**config.mk**
```make
export PLATFORM = sky130hd
export DESIGN_NAME = sorted_priority_queue_flat
export DESIGN_NICKNAME = d
export VERILOG_FILES = /design/src/design/spq_pkg.sv /design/src/design/spq_if.sv /design/src/design/spq_cell.sv /design/src/design/sorted_priority_queue.sv /design/src/flat_wrapper.sv
export SDC_FILE = /design/constraint.sdc
export NUM_CORES = 2
export LEC_CHECK = 0
export BUFFER_PORTS_ARGS = -buffer_cell sky130_fd_sc_hd__buf_2
export CORE_ASPECT_RATIO = 1.25
export CORE_MARGIN = 3
export CORE_UTILIZATION = 50
export DETAILED_ROUTE_END_ITERATION = 10
export PLACE_DENSITY_LB_ADDON = 0.08
export SLEW_MARGIN = 20
export SYNTH_ARGS = -nofsm -noshare
export SYNTH_HDL_FRONTEND = slang
export SYNTH_SLANG_ARGS = --single-unit
export TNS_END_PERCENT = 50
```
**constraint.sdc**
```tcl
create_clock -name clock -period 7.7 [get_ports clock]
set_clock_uncertainty 0.1 [all_clocks]
set_input_delay 0.385 -clock clock [delete_from_list [all_inputs] [get_ports clock]]
set_output_delay 0.385 -clock clock [all_outputs]
set_load 0.05 [all_outputs]
```
**src/design/spq_pkg.sv**
```systemverilog
`default_nettype none
// ----------------------------------------------------------------------------
// Sorted priority queue package
// Shared sizes, operation and status codes, and the entry and command types
// used by the cell row and the top level.
// ----------------------------------------------------------------------------
package spq_pkg;

   // Queue depth and field widths.
   localparam int CAPACITY      = 16;
   localparam int PRIORITY_BITS = 16;
   localparam int DATA_BITS     = 32;
   localparam int COUNT_BITS    = $clog2(CAPACITY + 1);

   // Operation codes.
   localparam logic OP_INSERT = 1'b0;
   localparam logic OP_POP    = 1'b1;

   // Status codes.
   localparam logic [1:0] ST_OK        = 2'd0;
   localparam logic [1:0] ST_FULL      = 2'd1;
   localparam logic [1:0] ST_POP_EMPTY = 2'd2;

   // One stored entry.
   typedef struct packed {
      logic                            valid;
      logic signed [PRIORITY_BITS-1:0] prio;
      logic        [DATA_BITS-1:0]     data;
   } entry_type;

   // Command broadcast to every cell of the row.
   typedef struct packed {
      logic                            ins;
      logic                            pop;
      logic signed [PRIORITY_BITS-1:0] prio;
      logic        [DATA_BITS-1:0]     data;
   } cmd_type;

endpackage
`default_nettype wire

```
**src/design/spq_if.sv**
```systemverilog
`default_nettype none
// ----------------------------------------------------------------------------
// Sorted priority queue channels
// Request and response channels with valid/ready handshakes.
// ----------------------------------------------------------------------------
interface spq_req_if
   import spq_pkg::*;
   ();
   logic                            valid;
   logic                            ready;
   logic                            opcode;
   logic signed [PRIORITY_BITS-1:0] priority_req;
   logic        [DATA_BITS-1:0]     item_data;

   modport source (output valid, output opcode, output priority_req, output item_data,
                   input ready);
   modport sink   (input valid, input opcode, input priority_req, input item_data,
                   output ready);
endinterface

interface spq_rsp_if
   import spq_pkg::*;
   ();
   logic                            valid;
   logic                            ready;
   logic [1:0]                      status;
   logic                            popped_valid;
   logic        [DATA_BITS-1:0]     popped_data;
   logic        [DATA_BITS-1:0]     head_data;
   logic signed [PRIORITY_BITS-1:0] head_priority;
   logic                            is_empty;
   logic        [COUNT_BITS-1:0]    entry_count;

   modport source (output valid, output status, output popped_valid, output popped_data,
                   output head_data, output head_priority, output is_empty,
                   output entry_count, input ready);
   modport sink   (input valid, input status, input popped_valid, input popped_data,
                   input head_data, input head_priority, input is_empty,
                   input entry_count, output ready);
endinterface
`default_nettype wire

```
**src/design/spq_cell.sv**
```systemverilog
`default_nettype none
// ----------------------------------------------------------------------------
// Sorted priority queue cell
// Holds one entry of the sorted row. On insert it keeps its entry, takes the
// new one or takes its left neighbor's; on pop it takes its right neighbor's.
// ----------------------------------------------------------------------------
module spq_cell
   import spq_pkg::*;
(
   input  wire logic      clock,
   input  wire logic      reset,
   input  wire cmd_type   cmd,
   input  wire entry_type left_entry,
   input  wire logic      left_keep,
   input  wire entry_type right_entry,
   output entry_type      entry,
   output entry_type      entry_next,
   output logic           keep
);

   entry_type entry_ff;
   entry_type entry_in;

   // The entry stays in place when it ranks at or above the new priority.
   assign keep = entry_ff.valid && (entry_ff.prio >= cmd.prio);

   // Next entry: shift right on insert below the kept part, shift left on pop.
   always_comb begin
      entry_in = entry_ff;
      if (cmd.ins) begin
         if (!keep) begin
            if (left_keep) begin
               entry_in.valid = 1'b1;
               entry_in.prio  = cmd.prio;
               entry_in.data  = cmd.data;
            end else begin
               entry_in = left_entry;
            end
         end
      end else if (cmd.pop) begin
         entry_in = right_entry;
      end
   end

   // Only the valid flag needs a reset.
   always_ff @(posedge clock) begin
      entry_ff.prio <= entry_in.prio;
      entry_ff.data <= entry_in.data;
      if (reset) begin
         entry_ff.valid <= 1'b0;
      end else begin
         entry_ff.valid <= entry_in.valid;
      end
   end

   assign entry      = entry_ff;
   assign entry_next = entry_in;

endmodule
`default_nettype wire

```
**src/design/sorted_priority_queue.sv**
```systemverilog
// One item is taken per cycle: a request transfer is answered by a response
// that is valid in the next cycle. A new request is accepted only while the
// response register is empty or its response transfers in that same cycle, so
// a stalled response receiver also stalls the requests. The speed is set by
// the row of cells, where every cell compares its priority with the inserted
// one and shifts in the same cycle. Equal priorities leave in arrival order;
// an insert into a full queue and a pop on an empty queue leave the contents
// unchanged and are reported in the status field.
`default_nettype none
// ----------------------------------------------------------------------------
// Sorted priority queue
// Bounded max-first priority queue built as a row of sorting cells, with a
// registered response that carries the popped entry and a peek of the head.
// ----------------------------------------------------------------------------
module sorted_priority_queue
   import spq_pkg::*;
(
   input  wire logic clock,
   input  wire logic reset,
   spq_req_if.sink   req_if,
   spq_rsp_if.source rsp_if
);

   localparam logic [COUNT_BITS-1:0] FULL_COUNT = COUNT_BITS'(CAPACITY);

   entry_type               cur_entry [CAPACITY];
   entry_type               nxt_entry [CAPACITY];
   logic [CAPACITY-1:0]     keep_vec;
   logic [CAPACITY-1:0]     valid_vec;
   cmd_type                 cmd;
   logic                    req_xfer;
   logic                    is_pop;
   logic                    is_full;
   logic                    is_emp;
   logic [COUNT_BITS-1:0]   count_ff;
   logic [COUNT_BITS-1:0]   count_in;
   logic                    rsp_valid_ff;
   logic                    rsp_valid_in;
   logic [1:0]              status_ff;
   logic [1:0]              status_in;
   logic                    popped_valid_ff;
   logic [DATA_BITS-1:0]    popped_data_ff;
   logic [DATA_BITS-1:0]    popped_data_in;
   logic [DATA_BITS-1:0]    head_data_ff;
   logic signed [PRIORITY_BITS-1:0] head_prio_ff;
   logic                    empty_ff;

   // A new request is taken whenever the response register is free or drains.
   assign req_if.ready = !rsp_valid_ff || rsp_if.ready;
   assign req_xfer     = req_if.valid && req_if.ready;
   assign is_pop       = (req_if.opcode == OP_POP);
   assign is_full      = (count_ff == FULL_COUNT);
   assign is_emp       = (count_ff == '0);

   // Command for the row; rejected operations leave the cells alone.
   always_comb begin
      cmd.ins  = req_xfer && !is_pop && !is_full;
      cmd.pop  = req_xfer && is_pop && !is_emp;
      cmd.prio = req_if.priority_req;
      cmd.data = req_if.item_data;
   end

   // The row of cells; the head sits at index zero.
   for (genvar i = 0; i < CAPACITY; i++) begin : g_cell
      entry_type left_e;
      entry_type right_e;
      logic      left_k;

      if (i == 0) begin : g_head
         assign left_e = '0;
         assign left_k = 1'b1;
      end else begin : g_body
         assign left_e = cur_entry[i-1];
         assign left_k = keep_vec[i-1];
      end

      if (i == CAPACITY - 1) begin : g_tail
         assign right_e = '0;
      end else begin : g_inner
         assign right_e = cur_entry[i+1];
      end

      spq_cell u_cell (
         .clock       (clock),
         .reset       (reset),
         .cmd         (cmd),
         .left_entry  (left_e),
         .left_keep   (left_k),
         .right_entry (right_e),
         .entry       (cur_entry[i]),
         .entry_next  (nxt_entry[i]),
         .keep        (keep_vec[i])
      );

      assign valid_vec[i] = cur_entry[i].valid;
   end

   // Entry count and status of this transfer.
   always_comb begin
      count_in       = count_ff;
      status_in      = ST_OK;
      popped_data_in = '0;
      if (cmd.ins) begin
         count_in = count_ff + 1'b1;
      end else if (cmd.pop) begin
         count_in       = count_ff - 1'b1;
         popped_data_in = cur_entry[0].data;
      end
      if (req_xfer && !is_pop && is_full) begin
         status_in = ST_FULL;
      end else if (req_xfer && is_pop && is_emp) begin
         status_in = ST_POP_EMPTY;
      end
   end

   // Response register is loaded on a request transfer and freed on drain.
   always_comb begin
      rsp_valid_in = rsp_valid_ff;
      if (req_xfer) begin
         rsp_valid_in = 1'b1;
      end else if (rsp_if.ready) begin
         rsp_valid_in = 1'b0;
      end
   end

   // Control registers.
   always_ff @(posedge clock) begin
      if (reset) begin
         count_ff     <= '0;
         rsp_valid_ff <= 1'b0;
      end else begin
         count_ff     <= count_in;
         rsp_valid_ff <= rsp_valid_in;
      end
   end

   // Response payload, with the head taken from the row's next state.
   always_ff @(posedge clock) begin
      if (req_xfer) begin
         status_ff       <= status_in;
         popped_valid_ff <= cmd.pop;
         popped_data_ff  <= popped_data_in;
         empty_ff        <= !nxt_entry[0].valid;
         head_data_ff    <= nxt_entry[0].valid ? nxt_entry[0].data : '0;
         head_prio_ff    <= nxt_entry[0].valid ? nxt_entry[0].prio : '0;
      end
   end

   assign rsp_if.valid         = rsp_valid_ff;
   assign rsp_if.status        = status_ff;
   assign rsp_if.popped_valid  = popped_valid_ff;
   assign rsp_if.popped_data   = popped_data_ff;
   assign rsp_if.head_data     = head_data_ff;
   assign rsp_if.head_priority = head_prio_ff;
   assign rsp_if.is_empty      = empty_ff;
   assign rsp_if.entry_count   = count_ff;

   // The valid cells always number exactly the entry count.
   a_count_matches: assert property (@(posedge clock) disable iff (reset)
      $countones(valid_vec) == 32'(count_ff))
      else $error("cell valid flags disagree with entry count");

   // Cells that rank at or above the new priority form an unbroken run from the head.
   a_keep_run: assert property (@(posedge clock) disable iff (reset)
      (keep_vec & (keep_vec + 1'b1)) == '0)
      else $error("row lost its sorted order");

   // An insert into a full queue leaves the count alone and flags it.
   a_full_drop: assert property (@(posedge clock) disable iff (reset)
      (req_xfer && !is_pop && is_full) |=>
         (count_ff == FULL_COUNT) && rsp_valid_ff && (status_ff == ST_FULL))
      else $error("insert into full queue was not dropped");

   // A pop on an empty queue reports the empty status and no data.
   a_empty_pop: assert property (@(posedge clock) disable iff (reset)
      (req_xfer && is_pop && is_emp) |=>
         (status_ff == ST_POP_EMPTY) && !popped_valid_ff && empty_ff)
      else $error("pop on empty queue misreported");

endmodule
`default_nettype wire
```
**src/flat_wrapper.sv**
```systemverilog
// flat-port wrapper written by rule: the top's interface ports become plain ports
module sorted_priority_queue_flat import spq_pkg::*;
  (clock, reset, req_if_valid, req_if_opcode, req_if_priority_req, req_if_item_data, req_if_ready, rsp_if_valid, rsp_if_status, rsp_if_popped_valid, rsp_if_popped_data, rsp_if_head_data, rsp_if_head_priority, rsp_if_is_empty, rsp_if_entry_count, rsp_if_ready);
  spq_req_if req_if_i ();
  spq_rsp_if rsp_if_i ();
  input  wire logic clock;
  input  wire logic reset;
  input wire logic [$bits(req_if_i.valid)-1:0] req_if_valid;
  input wire logic [$bits(req_if_i.opcode)-1:0] req_if_opcode;
  input wire logic [$bits(req_if_i.priority_req)-1:0] req_if_priority_req;
  input wire logic [$bits(req_if_i.item_data)-1:0] req_if_item_data;
  output wire logic [$bits(req_if_i.ready)-1:0] req_if_ready;
  output wire logic [$bits(rsp_if_i.valid)-1:0] rsp_if_valid;
  output wire logic [$bits(rsp_if_i.status)-1:0] rsp_if_status;
  output wire logic [$bits(rsp_if_i.popped_valid)-1:0] rsp_if_popped_valid;
  output wire logic [$bits(rsp_if_i.popped_data)-1:0] rsp_if_popped_data;
  output wire logic [$bits(rsp_if_i.head_data)-1:0] rsp_if_head_data;
  output wire logic [$bits(rsp_if_i.head_priority)-1:0] rsp_if_head_priority;
  output wire logic [$bits(rsp_if_i.is_empty)-1:0] rsp_if_is_empty;
  output wire logic [$bits(rsp_if_i.entry_count)-1:0] rsp_if_entry_count;
  input wire logic [$bits(rsp_if_i.ready)-1:0] rsp_if_ready;
  assign req_if_i.valid = req_if_valid;
  assign req_if_i.opcode = req_if_opcode;
  assign req_if_i.priority_req = req_if_priority_req;
  assign req_if_i.item_data = req_if_item_data;
  assign req_if_ready = req_if_i.ready;
  assign rsp_if_valid = rsp_if_i.valid;
  assign rsp_if_status = rsp_if_i.status;
  assign rsp_if_popped_valid = rsp_if_i.popped_valid;
  assign rsp_if_popped_data = rsp_if_i.popped_data;
  assign rsp_if_head_data = rsp_if_i.head_data;
  assign rsp_if_head_priority = rsp_if_i.head_priority;
  assign rsp_if_is_empty = rsp_if_i.is_empty;
  assign rsp_if_entry_count = rsp_if_i.entry_count;
  assign rsp_if_i.ready = rsp_if_ready;
  sorted_priority_queue u_core (.clock(clock), .reset(reset), .req_if(req_if_i), .rsp_if(rsp_if_i));
endmodule
```
-- Word-level counts from Yosys, hierarchy flattened
Index checks and enable logic that the tools add are counted.
- add/sub/neg operators: 2
- multipliers: 0
- divide/modulo/power cells: 0
- order comparisons: 16
- equal/unequal tests: 16
- shift-type cells: 0
- multiplexer cells: 68
- bitwise operators: 1
- reductions and logical operators: 48
- operators by type and width (operator ; count):
    49-bit two-way mux ; 63
    16-bit greater-or-equal comparator ; 16
    2-bit inequality test, second input constant ; 15
    2-bit AND reduction ; 15
    1-bit logical AND ; 23
    5-bit two-way mux ; 2
    5-bit by 1-bit adder with 5-bit output, second input constant ; 1
    5-bit equality test, second input constant ; 1
    1-bit logical NOT ; 5
    5-bit logical NOT ; 1
    5-bit by 1-bit subtractor with 5-bit output, second input constant ; 1
    2-bit nonzero test ; 2
    1-bit two-way mux ; 2
    2-bit two-way mux ; 1
    2-bit OR reduction ; 1
    1-bit logical OR ; 1
    1-bit inverter ; 1
- bits in registers: 874
- latch bits: 0
- RAM bits: 0
- ROM bits: 0
- input port bits: 53
- word-level logic and storage cells: 207
- memories: 0

-- Logic depth before layout (Yosys ltp)
- depth in word-level cells: 8
- depth in mapped cells: 15
- gate-level depth less buffers: 11

-- Hierarchy
Synthesis repeated with hierarchy kept, for this count alone.
- cells, all modules: 6636
- area total of the unflattened synthesis: 59544.6 sq um
- by module, submodules not included (module ; times used ; cells an instance ; area each (sq um) ; seq. area each (sq um)):
    spq_cell at u_core.g_cell[14].u_cell ... ; 11 ; 407 ; 3619.7 ; 980.9
    spq_cell at u_core.g_cell[0].u_cell ... ; 5 ; 386 ; 3241.9 ; 980.9
    sorted_priority_queue ; 1 ; 229 ; 3518.4 ; 2642.5

-- Worst setup path after synthesis
OpenSTA, ideal clock, no wires.
- path kind: reg2reg
- start: register u_core.rsp_valid_ff (netlist: u_core.rsp_if.valid)
- end: register u_core.g_cell[15].u_cell.entry_ff, in the netlist u_core.g_cell[15].u_cell.entry[0], enable pin
- arrival time: 7601 ps
- setup slack: -521 ps
- cell stages (with the launch flop): 10
- buffers on the path: 4
- cell sequence: dfxtp_1 -> nand2b_1 -> and2_1 -> and2_1 -> inv_1 -> buf_2 -> buf_2 -> clkbuf_1 -> buf_2 -> o21ai_0
- word-level cells in the longest chain between the ends: 7
- RTL lines (element ; line ; RTL):
    start, declared ; sorted_priority_queue.sv:37 ; logic rsp_valid_ff;
    start signal, assigned ; sorted_priority_queue.sv:133 ; rsp_valid_ff <= rsp_valid_in;
    1-bit logical NOT * ; sorted_priority_queue.sv:49 ; assign req_if.ready = !rsp_valid_ff || rsp_if.ready;
    1-bit logical OR * ; sorted_priority_queue.sv:49 ;
    via req_if_ready ; flat_wrapper.sv:12 ; output wire logic [$bits(req_if_i.ready)-1:0] req_if_ready;
    1-bit logical AND * ; sorted_priority_queue.sv:50 ; assign req_xfer = req_if.valid && req_if.ready;
    via u_core.req_xfer ; sorted_priority_queue.sv:31 ; logic req_xfer;
    1-bit logical AND, on equally long branches (2 in a row) ; sorted_priority_queue.sv:57, sorted_priority_queue.sv:58 ;
    2-bit inequality test (no line) / 2-bit nonzero test (equally long branches) ; -- ;
    2-bit AND reduction (no line) * ; -- ;
    end, declared ; spq_cell.sv:21 ; entry_type entry_ff;
The timed path passes the listed nets; every way through them passes the cells marked *.
A chain may end at the register's enable or synchronous reset.

-- Worst setup path in the final report
- start: register u_core.rsp_valid_ff (netlist: u_core.rsp_if.valid)
- end: register u_core.g_cell[4].u_cell.entry_ff, in the netlist u_core.g_cell[4].u_cell.entry[26], enable pin
- word-level cells in the longest chain between the ends: 7
- RTL lines (element ; line):
    1-bit logical NOT * ; sorted_priority_queue.sv:49
    1-bit logical OR * ; sorted_priority_queue.sv:49
    1-bit logical AND * ; sorted_priority_queue.sv:50
    via u_core.req_xfer ; sorted_priority_queue.sv:31
    1-bit logical AND, on equally long branches (2 in a row) ; sorted_priority_queue.sv:57, sorted_priority_queue.sv:58
    2-bit inequality test (no line) / 2-bit nonzero test (equally long branches) ; --
    2-bit AND reduction (no line) * ; --
    end, declared ; spq_cell.sv:21
Marks and branches as above.

==> run_results.csv <==
group,metric,value,unit
clock_network,cts.sinks,874,
floorplanning,coreArea,95220,sq um
route,drc,0,
yosys,syn-cell-area,48410,sq um
worst_hold_path,hp-class,"in -> reg",
placement,port_buffers,143,
yosys,synth_top_area_cell,"edfxtp_1",
pwr,power.total,16850,uW
clock_network,cts_resized,0,
yosys,synth.avg_cell_area,10.55,sq um
clock_network,numCtsBuffers,93,
floorplanning,chipWidth,284.3,um
flow_run,maxCapViolations,0,
worst_setup_path,endpoint_kind,"register",
route,dr.pass1.iters,6,
global_route,grt_pass1_vias,38480,
yosys,yosysMostFrequentCell,"nand2_1",
worst_setup_path,cp-start-kind,"register",
route,ant_nets,0,
clock_network,cts_tree,"yes",
worst_setup_path,slowest_delay,960,ps
final_layout,nNetsFinal,4819,
yosys,synth_cells,4589,
floorplanning,dieHeight,353.9,um
final_layout,area_growth,9.954,%
placement,dp_hpwl,109800,um
yosys,synth_nets,4902,
worst_setup_path,cp_cell_sequence,"nand2b_1, and2_4, o211ai_1, inv_4, buf_4, a21o_2, buf_4",
global_route,use_met3,4.771,%
yosys,ys.flop_type,"edfxtp_1",
timing,fin_crit,4722,ps
floorplanning,start_util,50.83,%
route,drt_iter0_drc,4511,
global_route,antenna_found_initial,2,
yosys,yosysTopAreaCellShare,49.88,%
floorplanning,die_area,100600,sq um
floorplanning,io_pins,144,
clock_network,clock_latency,690,ps
timing,tns,0,ps
final_layout,multi_input_area,21310,sq um
worst_setup_path,crit_required,7940,ps
pwr,vdd_drop_max,0.1928,mV
global_route,use_met1,43.63,%
clock_network,clk_pin_slew,60,ps
worst_setup_path,cp_data_arrival_time,4960,ps
final_layout,num-fill-cells,8456,
pwr,p_leak,0.01968,uW
global_route,grt_pass1_wl,257000,um
clock_network,htreeDepth,3,
route,wl_per_cell,29.96,um
clock_network,cts_root_buf,"clkbuf_16",
clock_network,clk_path_buf_depth,3,
placement,gp_congestion,0.9425,
timing,setup_viol,0,
timing,rsz0062_at_grt,"false",
yosys,ys_types,62,
global_route,grtUsageMet2,55.38,%
worst_setup_path,cp_common_cell,"buf_4",
pwr,p_per_area,316.6,nW/um^2
yosys,yosysWarnings,0,
route,avgViaCountPerCell,6.762,
yosys,synth_edf_count,804,
final_layout,finalInstanceArea,53220,sq um
yosys,synth_area_leaders,"edfxtp_1 (50%), o211ai_1 (6.8%), nand2_1 (6.7%), ha_1 (6.7%), mux2i_1 (4.7%)",
outcome,outcome,"complete, no violations",
placement,placed_cell_area,50070,sq um
global_route,grt_max_degree,203,
final_layout,regArea,25550,sq um
yosys,synth.yosys.seq_area_share,52.77,%
timing,fmax,0.2118,GHz
global_route,busiest_layer,"met2",
global_route,grt-ovfl-total,0,
timing,min_period_over_period,61.33,%
yosys,synth_seq_cells,874,
global_route,globalRouteTotalUtil,33.87,%
route,wl,175800,um
timing,tightest_slew,1157,ps
timing,timing.final.hold_violations,0,
yosys,async_flop_share,0,%
worst_setup_path,crit_type,"reg -> reg",
yosys,netlist_top_cells_count,"nand2_1 (867), edfxtp_1 (804), o211ai_1 (441), nand4_1 (291), clkbuf_1 (288)",
worst_setup_path,cpMaxStageDelayCell,"a21o_2",
worst_setup_path,cp_max_fo,59,
route,num_vias,39680,
timing,slew_headroom,22.84,%
floorplanning,num_rows,126,
timing,maxSlewViolCount,0,
final_layout,drive_gt1_share,10.73,%
## cells in the final DEF (no fill, tap or decap), types with 95 or more instances in the layout
cell type and count:
a21oi_1 170, buf_2 143, nand2_1 863, o211ai_1 441, nand4_1 291, nand3_1 206, o21ai_0 196, nor2_1 124
ha_1 259, edfxtp_1 804, mux2i_1 224, clkbuf_16 95
## worst max-delay path, delay by kind of cell, from the launching register on
family / cells / cell delay, ps
buffers and inverters: 3 / 1950
AOI/OAI and AO/OA: 2 / 1260
DFF: 1 / 310
and+or+nand+nor: 2 / 720
## path summary, 6_finish.rpt
check / start / to / slack, ps / cells after the start
setup reg to reg: u_core.rsp_if.valid / u_core.g_cell[4].u_cell.entry[26] / 2980 / 7
setup / recovery: u_core.rsp_if.valid / u_core.g_cell[4].u_cell.entry[26] / 2980 / 7
hold / removal: req_if_item_data[31] / u_core.g_cell[3].u_cell.entry[31] / 30 / 2
hold reg to reg: u_core.g_cell[1].u_cell.entry[2] / u_core.g_cell[0].u_cell.entry[2] / 420 / 2
## registers in the layout (all words and copies together), names as in the netlist
register and flops:
u_core.rsp_if.popped_valid 1, u_core.rsp_if.status 2, u_core.rsp_if.head_priority 16, u_core.rsp_if.head_data 32, u_core.rsp_if.is_empty 1, u_core.rsp_if.valid 1, u_core.rsp_if.entry_count 5, u_core.rsp_if.popped_data 32
u_core.g_cell.u_cell.entry 784
## report_power, final
part	leakage, uW	total (uW)	switching (uW)	internal [uW]
registers	0.00831	7670	877	6800
clock network	0.00152	4650	2030	2620
logic	0.00985	4520	3110	1410
## per-stage QoR
stage | util (%) | setup WS [ps] | std cells | hold slack [ps]
6_report | 55.89 | 2978 | 5867 | 32.30
5_1_grt | 55.89 | 2809 | 5866 | 28.35
4_1_cts | 55.86 | 2940 | 5865 | 3.058
3_5_place_dp | 52.59 | 2583 | 5686 | 412.4
3_3_place_gp | 52.58 | 2375 | 5686 | 401.9
2_1_floorplan | - | -335.6 | 4589 | 372.1
## what timing repair did
| item | in CTS | in global routing |
|---|---|---|
| hold buffers | 4 | 0 |
| hold endpoints to repair | 4 | 0 |
| buffers inserted | 0 | 0 |
## layout make-up
type / instances / share of cell area [%]
Multi-Input combinational cell: 3257 / 40.04
Timing Repair Buffer: 236 / 2.830
Clock inverter: 46 / 0.8745
Tap cell: 1280 / 3.009
Inverter: 44 / 0.3291
Clock buffer: 129 / 4.913
Antenna cell: 1 / 0.004702
Sequential cell: 874 / 48.00
## metal layers
layer / wire [um] / vias up
met5: 0 / -
met4: 10460 / 0
met3: 14000 / 466
met2: 82960 / 2113
met1: 68370 / 19720
li1: - / 17380
## kinds of logic (layout without fill, tap and decap cells)
logic type	Yosys count	after routing	share of synthesized area, %
AO/OA/AOI/OAI	1080	1080	14.85
flip-flops	874	874	52.77
adder cells (fa/ha/maj)	260	260	6.736
multiplexers	310	310	6.625
AND/OR/NAND/NOR	1603	1603	15.09
other	0	1	0
XOR/XNOR	4	4	0.07239
buffers and inverters	458	455	3.857
Power figures use the tool's default switching activity.
